<file path="src/rtl/assert_macros.svh">
// assertion macros shared by the rtl modules of the radix ascii converter
// no dependencies; included by the modules that carry assertions
`ifndef ASSERT_MACROS_SVH
`define ASSERT_MACROS_SVH

// clocked implication check, disabled while reset is low
`define ITRA_ASSERT(lbl, clk, rst_n, prop, msg) \
    lbl: assert property (@(posedge clk) disable iff (!rst_n) prop) else $error(msg);

// condition that must never hold at a clock edge
`define ITRA_NEVER(lbl, clk, rst_n, cond, msg) \
    lbl: assert property (@(posedge clk) disable iff (!rst_n) !(cond)) else $error(msg);

`endif

</file>
<file path="src/rtl/itra_pkg.sv">
// shared constants, types and the digit-to-ascii function
// of the integer to radix ascii converter; no dependencies
package itra_pkg;

    // width of the formatted integer and of the input port
    localparam int VALUE_WIDTH = 64;
    localparam int IN_WIDTH    = 64;

    // divider: quotient bits retired per cycle and stepping cycles per digit
    localparam int DIV_STEPS  = 8;
    localparam int DIV_CYCLES = (VALUE_WIDTH + DIV_STEPS - 1) / DIV_STEPS;
    localparam int DIV_WIDTH  = DIV_CYCLES * DIV_STEPS;
    localparam int DIV_CNT_W  = $clog2(DIV_CYCLES + 1);

    // digit store: radix 2 gives at most one digit per value bit
    localparam int DIGIT_DEPTH  = VALUE_WIDTH;
    localparam int DIGIT_ADDR_W = $clog2(DIGIT_DEPTH);

    // field widths
    localparam int RADIX_W    = 6;
    localparam int FLAGS_W    = 2;
    localparam int LEN_W      = 7;
    localparam int CHAR_W     = 7;
    localparam int POS_W      = 6;
    localparam int CFG_IDX_W  = 2;
    localparam int CFG_DATA_W = 7;

    // format flag bits
    localparam int FLAG_PLUS  = 0;
    localparam int FLAG_UPPER = 1;

    // register limits and reset values
    localparam logic [RADIX_W-1:0] RADIX_MIN     = 6'd2;
    localparam logic [RADIX_W-1:0] RADIX_MAX     = 6'd36;
    localparam logic [RADIX_W-1:0] RADIX_RESET   = 6'd10;
    localparam logic [FLAGS_W-1:0] FLAGS_RESET   = 2'd0;
    localparam logic [LEN_W-1:0]   MAX_LEN_LIMIT = 7'd64;
    localparam logic [LEN_W-1:0]   MAX_LEN_RESET = 7'd64;

    // ascii codes
    localparam logic [CHAR_W-1:0] ASCII_PLUS     = 7'd43;
    localparam logic [CHAR_W-1:0] ASCII_MINUS    = 7'd45;
    localparam logic [CHAR_W-1:0] ASCII_ZERO     = 7'd48;
    localparam logic [CHAR_W-1:0] ASCII_UPPER_A  = 7'd65;
    localparam logic [CHAR_W-1:0] ASCII_LOWER_A  = 7'd97;
    localparam logic [CHAR_W-1:0] ASCII_NUL      = 7'd0;
    localparam logic [RADIX_W-1:0] DECIMAL_DIGITS = 6'd10;

    // result status codes
    localparam logic STATUS_OK      = 1'b0;
    localparam logic STATUS_TOO_LONG = 1'b1;

    // configuration register indexes
    typedef enum logic [CFG_IDX_W-1:0] {
        CFG_RADIX   = 2'd0,
        CFG_FORMAT  = 2'd1,
        CFG_MAX_LEN = 2'd2
    } t_cfg_index;

    // control sequencer states
    typedef enum logic [1:0] {
        ST_IDLE,
        ST_DIVIDE,
        ST_CHECK,
        ST_EMIT
    } t_ctrl_state;

    // digit store write port
    typedef struct packed {
        logic                    en;
        logic [DIGIT_ADDR_W-1:0] addr;
        logic [RADIX_W-1:0]      digit;
    } t_digit_wr;

    // emission command from the sequencer
    typedef struct packed {
        logic             start;
        logic             err;
        logic             neg;
        logic             upper;
        logic [LEN_W-1:0] ndig;
        logic [LEN_W-1:0] total;
    } t_emit_cmd;

    // digit value 0..35 to its ascii character
    function automatic logic [CHAR_W-1:0] digit_char(input logic [RADIX_W-1:0] d,
                                                     input logic upper);
        logic [CHAR_W-1:0] d7;
        d7 = CHAR_W'(d);
        if (d < DECIMAL_DIGITS) begin
            return ASCII_ZERO + d7;
        end else if (upper) begin
            return ASCII_UPPER_A + d7 - CHAR_W'(DECIMAL_DIGITS);
        end else begin
            return ASCII_LOWER_A + d7 - CHAR_W'(DECIMAL_DIGITS);
        end
    endfunction

endpackage

</file>
<file path="src/rtl/itra_if.sv">
// valid/ready channel interfaces of the converter: input, result and config
// depends on itra_pkg
interface itra_in_if import itra_pkg::*; ();
    logic                valid;
    logic                ready;
    logic [IN_WIDTH-1:0] value;
    logic                is_signed;

    modport source (output valid, value, is_signed, input ready);
    modport sink   (input valid, value, is_signed, output ready);
endinterface

interface itra_out_if import itra_pkg::*; ();
    logic              valid;
    logic              ready;
    logic [CHAR_W-1:0] character;
    logic [POS_W-1:0]  position;
    logic [LEN_W-1:0]  total_length;
    logic              status;
    logic              last;

    modport source (output valid, character, position, total_length, status, last,
                    input ready);
    modport sink   (input valid, character, position, total_length, status, last,
                    output ready);
endinterface

interface itra_cfg_if import itra_pkg::*; ();
    logic                  valid;
    logic                  ready;
    logic [CFG_IDX_W-1:0]  index;
    logic [CFG_DATA_W-1:0] data;

    modport source (output valid, index, data, input ready);
    modport sink   (input valid, index, data, output ready);
endinterface

</file>
<file path="src/rtl/integer_to_radix_ascii_unit.sv">
// top level of the integer to radix ascii converter: config registers and sequencer
// depends on itra_pkg, itra_if, itra_divider and itra_emitter
//
// channel  dir  handshake    payload
// i_cfg    in   valid/ready  index[1:0], data[6:0]
// i_in     in   valid/ready  value[63:0], is_signed
// o_out    out  valid/ready  character[6:0], position[5:0], total_length[6:0], status, last
//
// each digit is produced by the divider, which retires DIV_STEPS quotient bits per cycle;
// then come the check state, a read stage and the output register, which passes one
// character per cycle while the result channel is not stalled.
// reset is synchronous, active low; the digit store needs no clearing pass.
// a stalled result holds in the output register; the next item is taken once the last
// character of the previous one has left the digit store.

module integer_to_radix_ascii_unit import itra_pkg::*; (
    input  logic       i_clk,
    input  logic       i_rst_n,
    itra_cfg_if.sink   i_cfg,
    itra_in_if.sink    i_in,
    itra_out_if.source o_out
);

    // configuration registers
    logic [RADIX_W-1:0] r_radix;
    logic [FLAGS_W-1:0] r_flags;
    logic [LEN_W-1:0]   r_max_len;

    // sequencer state
    t_ctrl_state        r_state, n_state;
    logic [LEN_W-1:0]   r_ndig, n_ndig;
    logic               r_neg, n_neg;
    logic               r_plus, n_plus;
    logic               r_upper, n_upper;
    logic [RADIX_W-1:0] r_div_radix, n_div_radix;
    logic [LEN_W-1:0]   r_cap, n_cap;

    logic                   accept;
    logic [VALUE_WIDTH-1:0] in_bits;
    logic                   in_neg;
    logic [VALUE_WIDTH-1:0] in_mag;
    logic [RADIX_W-1:0]     radix_eff;
    logic [LEN_W-1:0]       cap_eff;
    logic [LEN_W-1:0]       total;

    logic                   div_start;
    logic [VALUE_WIDTH-1:0] div_dividend;
    logic [RADIX_W-1:0]     div_radix;
    logic                   div_done;
    logic [VALUE_WIDTH-1:0] div_quotient;
    logic [RADIX_W-1:0]     div_remainder;

    t_digit_wr digit_wr;
    t_emit_cmd emit_cmd;
    logic      emit_busy;

    // configuration writes
    assign i_cfg.ready = 1'b1;

    always_ff @(posedge i_clk) begin
        if (!i_rst_n) begin
            r_radix   <= RADIX_RESET;
            r_flags   <= FLAGS_RESET;
            r_max_len <= MAX_LEN_RESET;
        end else if (i_cfg.valid && i_cfg.ready) begin
            unique case (t_cfg_index'(i_cfg.index))
                CFG_RADIX:   r_radix   <= i_cfg.data[RADIX_W-1:0];
                CFG_FORMAT:  r_flags   <= i_cfg.data[FLAGS_W-1:0];
                CFG_MAX_LEN: r_max_len <= i_cfg.data[LEN_W-1:0];
                default: ;
            endcase
        end
    end

    // input decode: magnitude and sign, clamped radix and capacity
    always_comb begin
        in_bits = i_in.value[VALUE_WIDTH-1:0];
        in_neg  = i_in.is_signed && in_bits[VALUE_WIDTH-1];
        in_mag  = in_neg ? (VALUE_WIDTH'(0) - in_bits) : in_bits;
        if (r_radix < RADIX_MIN) begin
            radix_eff = RADIX_MIN;
        end else if (r_radix > RADIX_MAX) begin
            radix_eff = RADIX_MAX;
        end else begin
            radix_eff = r_radix;
        end
        cap_eff = (r_max_len > MAX_LEN_LIMIT) ? MAX_LEN_LIMIT : r_max_len;
        total   = r_ndig + LEN_W'(r_neg || r_plus);
    end

    // sequencer next state and outputs
    always_comb begin
        n_state      = r_state;
        n_ndig       = r_ndig;
        n_neg        = r_neg;
        n_plus       = r_plus;
        n_upper      = r_upper;
        n_div_radix  = r_div_radix;
        n_cap        = r_cap;
        i_in.ready   = 1'b0;
        accept       = 1'b0;
        div_start    = 1'b0;
        div_dividend = div_quotient;
        div_radix    = r_div_radix;
        digit_wr     = '0;
        emit_cmd     = '0;
        unique case (r_state)
            ST_IDLE: begin
                i_in.ready = 1'b1;
                accept     = i_in.valid;
                if (accept) begin
                    n_neg        = in_neg;
                    n_plus       = r_flags[FLAG_PLUS];
                    n_upper      = r_flags[FLAG_UPPER];
                    n_div_radix  = radix_eff;
                    n_cap        = cap_eff;
                    n_ndig       = '0;
                    div_start    = 1'b1;
                    div_dividend = in_mag;
                    div_radix    = radix_eff;
                    n_state      = ST_DIVIDE;
                end
            end
            ST_DIVIDE: begin
                if (div_done) begin
                    digit_wr.en    = 1'b1;
                    digit_wr.addr  = r_ndig[DIGIT_ADDR_W-1:0];
                    digit_wr.digit = div_remainder;
                    n_ndig         = r_ndig + LEN_W'(1);
                    if (div_quotient == '0) begin
                        n_state = ST_CHECK;
                    end else begin
                        div_start = 1'b1;
                    end
                end
            end
            ST_CHECK: begin
                emit_cmd.start = 1'b1;
                emit_cmd.err   = (total > r_cap);
                emit_cmd.neg   = r_neg;
                emit_cmd.upper = r_upper;
                emit_cmd.ndig  = r_ndig;
                emit_cmd.total = total;
                n_state        = ST_EMIT;
            end
            ST_EMIT: begin
                if (!emit_busy) begin
                    n_state = ST_IDLE;
                end
            end
            default: n_state = ST_IDLE;
        endcase
    end

    // sequencer registers
    always_ff @(posedge i_clk) begin
        if (!i_rst_n) begin
            r_state <= ST_IDLE;
            r_ndig  <= '0;
        end else begin
            r_state <= n_state;
            r_ndig  <= n_ndig;
        end
    end

    // per-item format registers
    always_ff @(posedge i_clk) begin
        r_neg       <= n_neg;
        r_plus      <= n_plus;
        r_upper     <= n_upper;
        r_div_radix <= n_div_radix;
        r_cap       <= n_cap;
    end

    itra_divider u_divider (
        .i_clk       (i_clk),
        .i_rst_n     (i_rst_n),
        .i_start     (div_start),
        .i_dividend  (div_dividend),
        .i_radix     (div_radix),
        .o_done      (div_done),
        .o_quotient  (div_quotient),
        .o_remainder (div_remainder)
    );

    itra_emitter u_emitter (
        .i_clk   (i_clk),
        .i_rst_n (i_rst_n),
        .i_wr    (digit_wr),
        .i_cmd   (emit_cmd),
        .o_busy  (emit_busy),
        .o_out   (o_out)
    );

endmodule

</file>
<file path="src/rtl/itra_divider.sv">
// digit-serial restoring divider: value by radix, DIV_STEPS quotient bits per cycle
// depends on itra_pkg and assert_macros.svh
`include "assert_macros.svh"

module itra_divider import itra_pkg::*; (
    input  logic                   i_clk,
    input  logic                   i_rst_n,
    input  logic                   i_start,
    input  logic [VALUE_WIDTH-1:0] i_dividend,
    input  logic [RADIX_W-1:0]     i_radix,
    output logic                   o_done,
    output logic [VALUE_WIDTH-1:0] o_quotient,
    output logic [RADIX_W-1:0]     o_remainder
);

    logic [DIV_WIDTH-1:0] r_quo, n_quo;
    logic [RADIX_W-1:0]   r_rem, n_rem;
    logic [RADIX_W-1:0]   r_radix, n_radix;
    logic [DIV_CNT_W-1:0] r_cnt, n_cnt;
    logic                 r_done, n_done;

    // load on start, otherwise shift DIV_STEPS dividend bits through the remainder
    always_comb begin
        logic [RADIX_W:0]     part;
        logic [RADIX_W-1:0]   rem;
        logic [DIV_STEPS-1:0] qbits;
        n_quo   = r_quo;
        n_rem   = r_rem;
        n_radix = r_radix;
        n_cnt   = r_cnt;
        n_done  = 1'b0;
        part    = '0;
        rem     = r_rem;
        qbits   = '0;
        if (i_start) begin
            n_quo   = DIV_WIDTH'(i_dividend);
            n_rem   = '0;
            n_radix = i_radix;
            n_cnt   = DIV_CNT_W'(DIV_CYCLES);
        end else if (r_cnt != '0) begin
            for (int k = 0; k < DIV_STEPS; k++) begin
                part = {rem, r_quo[DIV_WIDTH-1-k]};
                if (part >= {1'b0, r_radix}) begin
                    part                 = part - {1'b0, r_radix};
                    qbits[DIV_STEPS-1-k] = 1'b1;
                end
                rem = part[RADIX_W-1:0];
            end
            n_quo  = (r_quo << DIV_STEPS) | DIV_WIDTH'(qbits);
            n_rem  = rem;
            n_cnt  = r_cnt - DIV_CNT_W'(1);
            n_done = (r_cnt == DIV_CNT_W'(1));
        end
    end

    // control registers
    always_ff @(posedge i_clk) begin
        if (!i_rst_n) begin
            r_cnt  <= '0;
            r_done <= 1'b0;
        end else begin
            r_cnt  <= n_cnt;
            r_done <= n_done;
        end
    end

    // datapath registers
    always_ff @(posedge i_clk) begin
        r_quo   <= n_quo;
        r_rem   <= n_rem;
        r_radix <= n_radix;
    end

    assign o_done      = r_done;
    assign o_quotient  = r_quo[VALUE_WIDTH-1:0];
    assign o_remainder = r_rem;

    // checks
    `ITRA_ASSERT(a_rem_below_radix, i_clk, i_rst_n,
        r_done |-> (r_rem < r_radix), "digit not below radix")
    `ITRA_ASSERT(a_start_only_when_free, i_clk, i_rst_n,
        i_start |-> (r_cnt == '0), "restart mid division")
    `ITRA_ASSERT(a_done_after_last_step, i_clk, i_rst_n,
        (r_cnt == DIV_CNT_W'(1)) |=> r_done, "missing done")

endmodule

</file>
<file path="src/rtl/itra_emitter.sv">
// digit store and character emitter: reads digits in order, maps them to ascii and
// drives the result channel via an output register; depends on itra_pkg, assert_macros.svh
`include "assert_macros.svh"

module itra_emitter import itra_pkg::*; (
    input  logic       i_clk,
    input  logic       i_rst_n,
    input  t_digit_wr  i_wr,
    input  t_emit_cmd  i_cmd,
    output logic       o_busy,
    itra_out_if.source o_out
);

    // digit store
    logic [RADIX_W-1:0] r_digits [DIGIT_DEPTH];

    // latched command
    logic             r_busy;
    logic             r_err;
    logic             r_neg;
    logic             r_upper;
    logic [LEN_W-1:0] r_ndig;
    logic [LEN_W-1:0] r_total;
    logic [LEN_W-1:0] r_slots;
    logic [LEN_W-1:0] r_iss;

    // read stage
    logic               r_rd_vld;
    logic [RADIX_W-1:0] r_rd_digit;
    logic [POS_W-1:0]   r_rd_pos;
    logic               r_rd_sign;
    logic               r_rd_err;

    // output register
    logic              r_out_vld;
    logic [CHAR_W-1:0] r_out_char;
    logic [POS_W-1:0]  r_out_pos;
    logic [LEN_W-1:0]  r_out_total;
    logic              r_out_status;
    logic              r_out_last;

    logic              move;
    logic              issue;
    logic              last_slot;
    logic              slot_sign;
    logic [POS_W-1:0]  slot_pos;
    logic [CHAR_W-1:0] rd_char;

    // stage handshakes and slot decode
    always_comb begin
        move      = r_rd_vld && (!r_out_vld || o_out.ready);
        issue     = r_busy && (!r_rd_vld || move);
        last_slot = (r_iss == r_slots - LEN_W'(1));
        slot_sign = (r_iss >= r_ndig);
        slot_pos  = r_err ? '0 : POS_W'(r_total - LEN_W'(1) - r_iss);
    end

    // character of the item in the read stage
    always_comb begin
        if (r_rd_err) begin
            rd_char = ASCII_NUL;
        end else if (r_rd_sign) begin
            rd_char = r_neg ? ASCII_MINUS : ASCII_PLUS;
        end else begin
            rd_char = digit_char(r_rd_digit, r_upper);
        end
    end

    // control registers
    always_ff @(posedge i_clk) begin
        if (!i_rst_n) begin
            r_busy    <= 1'b0;
            r_iss     <= '0;
            r_rd_vld  <= 1'b0;
            r_out_vld <= 1'b0;
        end else begin
            if (i_cmd.start) begin
                r_busy <= 1'b1;
                r_iss  <= '0;
            end else if (issue) begin
                r_iss <= r_iss + LEN_W'(1);
                if (last_slot) begin
                    r_busy <= 1'b0;
                end
            end
            if (issue) begin
                r_rd_vld <= 1'b1;
            end else if (move) begin
                r_rd_vld <= 1'b0;
            end
            if (move) begin
                r_out_vld <= 1'b1;
            end else if (o_out.ready) begin
                r_out_vld <= 1'b0;
            end
        end
    end

    // digit store, write port and registered read port
    always_ff @(posedge i_clk) begin
        if (i_wr.en) begin
            r_digits[i_wr.addr] <= i_wr.digit;
        end
        if (issue && !slot_sign) begin
            r_rd_digit <= r_digits[r_iss[DIGIT_ADDR_W-1:0]];
        end
    end

    // command, read stage and output payload
    always_ff @(posedge i_clk) begin
        if (i_cmd.start) begin
            r_err   <= i_cmd.err;
            r_neg   <= i_cmd.neg;
            r_upper <= i_cmd.upper;
            r_ndig  <= i_cmd.ndig;
            r_total <= i_cmd.total;
            r_slots <= i_cmd.err ? LEN_W'(1) : i_cmd.total;
        end
        if (issue) begin
            r_rd_pos  <= slot_pos;
            r_rd_sign <= slot_sign;
            r_rd_err  <= r_err;
        end
        if (move) begin
            r_out_char   <= rd_char;
            r_out_pos    <= r_rd_pos;
            r_out_total  <= r_rd_err ? '0 : r_total;
            r_out_status <= r_rd_err ? STATUS_TOO_LONG : STATUS_OK;
            r_out_last   <= (r_rd_pos == '0);
        end
    end

    assign o_busy             = r_busy || r_rd_vld;
    assign o_out.valid        = r_out_vld;
    assign o_out.character    = r_out_char;
    assign o_out.position     = r_out_pos;
    assign o_out.total_length = r_out_total;
    assign o_out.status       = r_out_status;
    assign o_out.last         = r_out_last;

    // checks
    `ITRA_ASSERT(a_start_when_free, i_clk, i_rst_n,
        i_cmd.start |-> !o_busy, "emit start while busy")
    `ITRA_NEVER(a_no_write_while_reading, i_clk, i_rst_n,
        i_wr.en && r_busy, "digit write during emission")
    `ITRA_ASSERT(a_error_single_item, i_clk, i_rst_n,
        (r_out_vld && r_out_status) |-> (r_out_last && (r_out_total == '0)),
        "bad error item")

endmodule
</file>
<file path="src/flat_wrapper.sv">
// flat-port wrapper written by rule: the top's interface ports become plain ports
module integer_to_radix_ascii_unit_flat import itra_pkg::*;
  (i_clk, i_rst_n, i_cfg_valid, i_cfg_index, i_cfg_data, i_cfg_ready, i_in_valid, i_in_value, i_in_is_signed, i_in_ready, o_out_valid, o_out_character, o_out_position, o_out_total_length, o_out_status, o_out_last, o_out_ready);
  itra_cfg_if i_cfg_i ();
  itra_in_if i_in_i ();
  itra_out_if o_out_i ();
  input  logic i_clk;
  input  logic i_rst_n;
  input wire logic [$bits(i_cfg_i.valid)-1:0] i_cfg_valid;
  input wire logic [$bits(i_cfg_i.index)-1:0] i_cfg_index;
  input wire logic [$bits(i_cfg_i.data)-1:0] i_cfg_data;
  output wire logic [$bits(i_cfg_i.ready)-1:0] i_cfg_ready;
  input wire logic [$bits(i_in_i.valid)-1:0] i_in_valid;
  input wire logic [$bits(i_in_i.value)-1:0] i_in_value;
  input wire logic [$bits(i_in_i.is_signed)-1:0] i_in_is_signed;
  output wire logic [$bits(i_in_i.ready)-1:0] i_in_ready;
  output wire logic [$bits(o_out_i.valid)-1:0] o_out_valid;
  output wire logic [$bits(o_out_i.character)-1:0] o_out_character;
  output wire logic [$bits(o_out_i.position)-1:0] o_out_position;
  output wire logic [$bits(o_out_i.total_length)-1:0] o_out_total_length;
  output wire logic [$bits(o_out_i.status)-1:0] o_out_status;
  output wire logic [$bits(o_out_i.last)-1:0] o_out_last;
  input wire logic [$bits(o_out_i.ready)-1:0] o_out_ready;
  assign i_cfg_i.valid = i_cfg_valid;
  assign i_cfg_i.index = i_cfg_index;
  assign i_cfg_i.data = i_cfg_data;
  assign i_cfg_ready = i_cfg_i.ready;
  assign i_in_i.valid = i_in_valid;
  assign i_in_i.value = i_in_value;
  assign i_in_i.is_signed = i_in_is_signed;
  assign i_in_ready = i_in_i.ready;
  assign o_out_valid = o_out_i.valid;
  assign o_out_character = o_out_i.character;
  assign o_out_position = o_out_i.position;
  assign o_out_total_length = o_out_i.total_length;
  assign o_out_status = o_out_i.status;
  assign o_out_last = o_out_i.last;
  assign o_out_i.ready = o_out_ready;
  integer_to_radix_ascii_unit u_core (.i_clk(i_clk), .i_rst_n(i_rst_n), .i_cfg(i_cfg_i), .i_in(i_in_i), .o_out(o_out_i));
endmodule
</file>
<file path="config.mk">
export PLATFORM = sky130hd
export DESIGN_NAME = integer_to_radix_ascii_unit_flat
export DESIGN_NICKNAME = d
export VERILOG_FILES = /design/src/rtl/itra_pkg.sv /design/src/rtl/itra_if.sv /design/src/rtl/integer_to_radix_ascii_unit.sv /design/src/rtl/itra_divider.sv /design/src/rtl/itra_emitter.sv /design/src/flat_wrapper.sv
export VERILOG_INCLUDE_DIRS = /design/src /design/src/rtl
export SDC_FILE = /design/constraint.sdc
export NUM_CORES = 1
export LEC_CHECK = 0
export BUFFER_PORTS_ARGS = -buffer_cell sky130_fd_sc_hd__buf_4
export CAP_MARGIN = 5
export CORE_ASPECT_RATIO = 0.6
export CORE_MARGIN = 3
export CORE_UTILIZATION = 45
export DETAILED_ROUTE_END_ITERATION = 12
export SLEW_MARGIN = 10
export SYNTH_ARGS = -nofsm -noshare
export SYNTH_HDL_FRONTEND = slang
export SYNTH_HIERARCHICAL = 1
export SYNTH_SLANG_ARGS = --single-unit
</file>
<file path="constraint.sdc">
create_clock -name i_clk -period 36.4 [get_ports i_clk]
set_input_delay 3.64 -clock i_clk [delete_from_list [all_inputs] [get_ports i_clk]]
set_output_delay 3.64 -clock i_clk [all_outputs]
set_load 0.02 [all_outputs]
</file>
==> Word level (Yosys, flattened, before mapping) <==
Memory sizes are Yosys's and may differ from the RTL's. A register that Yosys moved wholly into a read port is not among the register bits.
Index checks and enable logic that the tools add are counted.
{ "word_totals": {"latch_bits": 0, "output_inout_bits": 25, "memories": 1, "rom_bits": 0, "ramBits": 384, "elab_cells": 206, "register_bits": 185, "input_bits": 79} }
{ "op_classes": {"n_addsub": 21, "n_eq_ne": 13, "n_shift": 0, "magnitude_cmp": 14, "n_mul": 0, "bitwise_logic": 3, "div_mod_pow": 0, "muxes": 87, "reduce_logical": 33} }
{ "memory_table": {"columns": ["name", "words", "word_bits", "read_ports", "rd_ports_with_merged_regs", "wr", "line_no", "rtl"], "rows": [
  ["u_core.u_emitter.r_digits", 64, 6, 1, 1, 1, "itra_emitter.sv:15", "logic [RADIX_W-1:0] r_digits [DIGIT_DEPTH];"]
]} }
{ "ops": {"columns": ["operator", "count"], "rows": [
  ["64-bit two-way mux", 5],
  ["6-bit two-way mux", 26],
  ["64-bit logical NOT", 1],
  ["64-bit by 8-bit bitwise OR with 64-bit output", 1],
  ["1-bit by 64-bit subtractor with 64-bit output, first input constant", 1],
  ["7-bit by 6-bit >= comparator with 1-bit output", 8],
  ["6-bit subtractor", 9],
  ["1-bit two-way mux", 38],
  ["7-bit two-way mux", 5],
  ["13-bit two-way mux", 2],
  ["18-bit two-way mux", 1],
  ["7-bit by 1-bit adder with 7-bit output, second input constant", 2],
  ["7-bit by 6-bit adder with 7-bit output, first input constant", 2],
  ["7-bit one-hot mux with 2 select lines", 1],
  ["7-bit by 4-bit subtractor with 7-bit output, second input constant", 2],
  ["2-bit nonzero test", 6],
  ["2-bit inequality test, second input constant", 5],
  ["2-bit AND reduction", 5],
  ["2-bit two-way mux", 4],
  ["4-bit two-way mux", 2],
  ["2-bit one-hot mux with 4 select lines", 1],
  ["6-bit by 6-bit adder with 7-bit output, first input constant", 1],
  ["7-bit by 1-bit adder with 7-bit output", 1],
  ["7-bit == test", 1],
  ["26 further kinds", 41]
]} }

==> Depth between registers and ports, before layout <==
{ "logic_depth": {"word_depth": 36, "ltp_mapped": 77, "mapped_depth_nobuf": 73} }

==> Cells and area by module <==
Netlist, hierarchy kept.
{ "modules_own_cells": {"columns": ["module", "seq_area_each_um2", "instances", "area_each_um2", "cells_per_inst"], "rows": [
  ["itra_emitter", 13533.0, 1, 18141.1, 967],
  ["itra_divider", 2322.2, 1, 6055.8, 537],
  ["integer_to_radix_ascii_unit", 900.9, 1, 4425.5, 628]
]} }

==> Worst setup path after synthesis <==
OpenSTA, ideal clock, no wires.
{ "synth_path": {"kind": "register -> register", "startpoint": "register u_core.u_divider.r_radix[1]", "endpoint": "register u_core.u_divider.r_rem[1] (netlist: u_core/u_divider/o_remainder[1])", "path_buffers": 4, "t_required_ns": 36.285, "arrival_time_ns": 15.180, "setup_ns": 0.115, "synth_period_minus_slack_ns": 15.294, "stages_incl_launch_ff": 74, "path_slack_ns": 21.106, "path_cell_list": "edfxtp_1 inv_1 ha_1 nor2_1 a21boi_0 o21ai_1 mux2_4 ha_1 a2111oi_0 o21ai_0 o21ai_0 o221ai_4 buf_2 o21a_1 ha_1 nor2b_1 o31a_1 o22ai_1 (+38 left out) a21o_1 a21o_1 o21bai_1 a221oi_1 o211a_1 buf_6 mux2i_1 ha_1 a21oi_1 o21bai_1 a21o_1 a21o_1 o21bai_1 a21oi_1 nand2b_1 or2_2 and3_1 o21a_1"} }
{ "synth_between": {"elab_chain_len": 30, "elab_cells_between_ends": 38, "classes_between": "add/sub (8); order compare (8); mux (22)"} }
{ "synth_rtl": {"columns": ["element", "line_no", "rtl"], "rows": [
  ["start, declared", "itra_divider.sv:18", "logic [RADIX_W-1:0] r_radix, n_radix;"],
  ["start signal, assigned", "itra_divider.sv:71", "r_radix <= n_radix;"],
  ["6-bit subtractor / 7-bit by 6-bit >= comparator with 1-bit output (equally long branches)", "itra_divider.sv:44, itra_divider.sv:43", null],
  ["6-bit two-way mux", "itra_divider.sv:43", "if (part >= {1'b0, r_radix}) begin"],
  ["6-bit two-way mux", "itra_divider.sv:40", "end else if (r_cnt != '0) begin"],
  ["6-bit two-way mux", "itra_divider.sv:35", "if (i_start) begin"],
  ["6-bit subtractor / 7-bit by 6-bit >= comparator with 1-bit output (equally long branches)", "itra_divider.sv:44, itra_divider.sv:43", null],
  ["6-bit two-way mux", "itra_divider.sv:43", null],
  ["6-bit two-way mux", "itra_divider.sv:40", null],
  ["6-bit two-way mux", "itra_divider.sv:35", null],
  ["(+14 left out)", null, null],
  ["6-bit two-way mux", "itra_divider.sv:40", null],
  ["6-bit two-way mux", "itra_divider.sv:35", null],
  ["7-bit by 6-bit >= comparator with 1-bit output / 6-bit subtractor (equally long branches)", "itra_divider.sv:43, itra_divider.sv:44", null],
  ["6-bit two-way mux", "itra_divider.sv:43", null],
  ["6-bit two-way mux", "itra_divider.sv:40", null],
  ["6-bit two-way mux", "itra_divider.sv:35", null],
  ["6-bit subtractor / 7-bit by 6-bit >= comparator with 1-bit output (equally long branches)", "itra_divider.sv:44, itra_divider.sv:43", null],
  ["6-bit two-way mux (*)", "itra_divider.sv:43", null],
  ["end signal, assigned", "itra_divider.sv:70", "r_rem <= n_rem;"],
  ["end, declared", "itra_divider.sv:17", "logic [RADIX_W-1:0] r_rem, n_rem;"]
]} }
Mark *: on every way between the ends. The rest lies on a longest branch, timed or not. The select of a mux whose other input is x is not followed.
A chain may end at the register's enable or synchronous reset.

==> Worst setup path after layout <==
{ "layout_path": {"startpoint": "register u_core.u_divider.r_radix[1]", "endpoint": "register u_core.u_divider.r_rem[5] (netlist: u_core/u_divider/o_remainder[5])"} }
{ "layout_between": {"elab_chain_len": 30, "elab_cells_between_ends": 38, "classes_between": "add/sub (8); order compare (8); mux (22)"} }
{ "layout_rtl": {"columns": ["element", "line_no"], "rows": [
  ["6-bit subtractor / 7-bit by 6-bit >= comparator with 1-bit output (equally long branches)", "itra_divider.sv:44, itra_divider.sv:43"],
  ["6-bit two-way mux", "itra_divider.sv:43"],
  ["6-bit two-way mux", "itra_divider.sv:40"],
  ["6-bit two-way mux", "itra_divider.sv:35"],
  ["6-bit subtractor / 7-bit by 6-bit >= comparator with 1-bit output (equally long branches)", "itra_divider.sv:44, itra_divider.sv:43"],
  ["6-bit two-way mux", "itra_divider.sv:43"],
  ["6-bit two-way mux", "itra_divider.sv:40"],
  ["6-bit two-way mux", "itra_divider.sv:35"],
  ["(+14 left out)", null],
  ["6-bit two-way mux", "itra_divider.sv:40"],
  ["6-bit two-way mux", "itra_divider.sv:35"],
  ["6-bit subtractor / 7-bit by 6-bit >= comparator with 1-bit output (equally long branches)", "itra_divider.sv:44, itra_divider.sv:43"],
  ["6-bit two-way mux", "itra_divider.sv:43"],
  ["6-bit two-way mux", "itra_divider.sv:40"],
  ["6-bit two-way mux", "itra_divider.sv:35"],
  ["6-bit subtractor / 7-bit by 6-bit >= comparator with 1-bit output (equally long branches)", "itra_divider.sv:44, itra_divider.sv:43"],
  ["6-bit two-way mux (*)", "itra_divider.sv:43"]
]} }
Marks and branches as above.

==> results.ini <==
[timing]
clock_skew_ns = 0.0258
max_slew.worst_pin.slew_ns = 1.13
slew-limit-headroom_pct = 24.4
report.final.slew_viol_count = 0
setup_tns_ns = 0
rsz0062_at_grt = false
final-setup-viol-count = 0
fmax_mhz = 52.7
fin_crit_ns = 18.97
fin_crit_sh_pct = 52.1
fin_ws_ns = 17.43
hold_violations = 0

[yosys]
synth_nets = 2304
syn_inst = 2132
synth_top_area_cell = edfxtp_1
synth_ff_type = edfxtp_1
synth.area.top_cells = edfxtp_1 55%, mux4_2 6.6%, ha_1 3.7%, dfxtp_1 3.6%, mux2_2 3.5%
synth_seq_cells = 575
yosysSeqAreaShare_pct = 58.5
ys_warn_count = 6
synth_edf_count = 524
synth_top_area_share_pct = 55.0
async_reset_ff_share_pct = 0
ys_types = 91
avgSynthCellArea_um2 = 13.4
netlist_area_um2 = 28600

[floorplan]
die_h_um = 201
initial_utilization_pct = 46.2
core_um2 = 61900
dieArea_um2 = 66800
rows = 70
pin_count = 104
die_w_um = 332

[cts]
cts_hold_buffers = 0
cts.path.max_buffers = 3
postCtsSetupRepairBufs = 0
clkLatencyLatePin_ns = 0.61
ctsResizeCount = 0
cts-root-buf = clkbuf_16
h-tree-depth = 2
cts.sinks = 575
clkTransAtPathRegs_ns = 0.06
numCtsBuffers = 54
cts_tree = built

[placement]
place_congestion = 0.898
pre_cts_ws_ns = 17.88
dp_hpwl_um = 51000
numPortBuffers = 102

[critical_path]
critPathSlowestCell = mux2i_2
arrival_ns = 19.40
end_kind = flip-flop
path_class = reg2reg
path_max_fanout = 16
crit_buf_inv = 5
path_delay_family = compound AO/OA/AOI/OAI gates
worstPathRequired_ns = 36.83
startpoint_type = flip-flop
cp_common_cell = ha_1
max_stage_delay_ns = 0.61

[worst_hold_path]
min_path_type = reg2reg

[global_route]
grt_pass1_wl_um = 111000
antenna_found_initial = 1
grt_usage_pct = 21.7
grt_pass1_vias = 17600
overflow = 0
grt_max_degree = 113

[cells_and_area]
diodes = 0
areaGrowthSynthToFinish_pct = 11.5
layout-drive-gt1-share_pct = 19.1
layout.nets = 2389

[drt]
via_count = 18200
vias_per_cell = 5.88
finalWirelength_um = 73800
wire_per_inst_um = 23.9
drtIter0Drc = 1800
first_pass_iters = 6
postRouteAntennaNets = 0
drc = 0

[run_status]
status = finished clean

[job]
cap_violations = 0

placed cells by master (no fill, tap or decap), types with 21 or more instances in the layout:
cell / instances
nor2b_1: 57
mux2_2: 88
xor2_1: 38
ha_1: 84
a31oi_1: 24
buf_4: 123
xnor2_1: 78
clkbuf_16: 55
nor3_1: 35
o22ai_1: 29
nor2_1: 147
o21ai_0: 105
a21oi_1: 77
nand2_1: 136
mux2i_1: 46
inv_1: 86
edfxtp_1: 524
mux4_2: 84
nor4_1: 25
nand3_1: 21
dfxtp_1: 49
state kept, by name, indices dropped and copies added (netlist names), 7 cells and up:
register,flops
u_core/u_emitter/o_out.total_length,7
u_core/u_emitter/r_total,7
u_core/u_divider/o_quotient,64
u_core/r_max_len,7
u_core/r_ndig,7
u_core/u_emitter/r_ndig,7
u_core/r_cap,7
u_core/u_emitter/r_slots,7
u_core/u_emitter/r_iss,7
u_core/u_emitter/r_digits,384
u_core/u_emitter/o_out.character,7
layout make-up:
cell class | instances | area [µm²]
Timing Repair Buffer | 124 | 951
Multi-Input combinational cell | 1375 | 11100
Fill cell | 5247 | 30000
Tap cell | 828 | 1040
Inverter | 87 | 327
Clock inverter | 33 | 298
Sequential cell | 575 | 16800
Clock buffer | 69 | 1470
per-stage QoR:
| step | cell area (µm²) | hold slack (ns) | util, % | std cells |
|---|---|---|---|---|
| final | 31900 | 0.438 | 51.6 | 3091 |
| after global routing | 31900 | 0.452 | 51.6 | 3091 |
| after CTS | 31900 | 0.442 | 51.5 | 3090 |
| after detailed placement | 30100 | 0.419 | 48.7 | 2988 |
| after global placement | 30100 | 0.424 | 48.7 | 2988 |
| after floorplan | 28600 | 0.408 | - | 2132 |
per-layer routing:
| layer | up-vias | routed length, µm | global-route usage (%) |
|---|---|---|---|
| met4 | 0 | 1120 | 4.45 |
| met5 | - | 0 | 0 |
| met1 | 9112 | 36400 | 35.2 |
| met3 | 81 | 6920 | 6.03 |
| li1 | 8292 | - | - |
| met2 | 696 | 29400 | 28.6 |
final timing paths:
kind	from	endpoint	slack, ns	cells after the start
hold reg to reg	u_core/r_flags[0]	u_core/r_plus	0.44	0
setup / recovery	u_core/u_divider/r_radix[1]	u_core/u_divider/o_remainder[5]	17.43	69
hold / removal	u_core/r_flags[0]	u_core/r_plus	0.44	0
setup reg to reg	u_core/u_divider/r_radix[1]	u_core/u_divider/o_remainder[5]	17.43	69
cells in the mapped netlist (all sizes together), types with 9 or more instances:
| library cell | instances |
|---|---|
| a211oi | 10 |
| a21o | 18 |
| a21oi | 77 |
| a22oi | 16 |
| a31oi | 24 |
| and2 | 17 |
| and3 | 18 |
| buf | 38 |
| clkbuf | 57 |
| dfxtp | 51 |
| edfxtp | 524 |
| fa | 9 |
| ha | 84 |
| inv | 86 |
| mux2 | 89 |
| mux2i | 49 |
| mux4 | 86 |
| nand2 | 138 |
| nand2b | 18 |
| nand3 | 22 |
| nand3b | 9 |
| nand4 | 19 |
| nor2 | 147 |
| nor2b | 58 |
| nor3 | 40 |
| nor4 | 28 |
| o21a | 16 |
| o21ai | 109 |
| o22ai | 29 |
| or3 | 17 |
| xnor2 | 78 |
| xor2 | 38 |
cells by family (layout without fill, tap and decap cells):
logic type / count (synthesis) / in the layout / synth area share, %
flip-flops: 575 / 575 / 58.5
AND/OR/NAND/NOR: 566 / 566 / 10.2
AO/OA/AOI/OAI: 374 / 374 / 8.40
multiplexers: 224 / 224 / 12.1
buffers and inverters: 182 / 313 / 2.84
XOR/XNOR: 116 / 116 / 3.55
adder cells (fa/ha/maj): 94 / 94 / 4.34
other: 1 / 1 / 0.0131
Power is left out: the tool's default activity adds up to more than one toggle a clock period on the data nets, which glitch-free logic cannot reach.
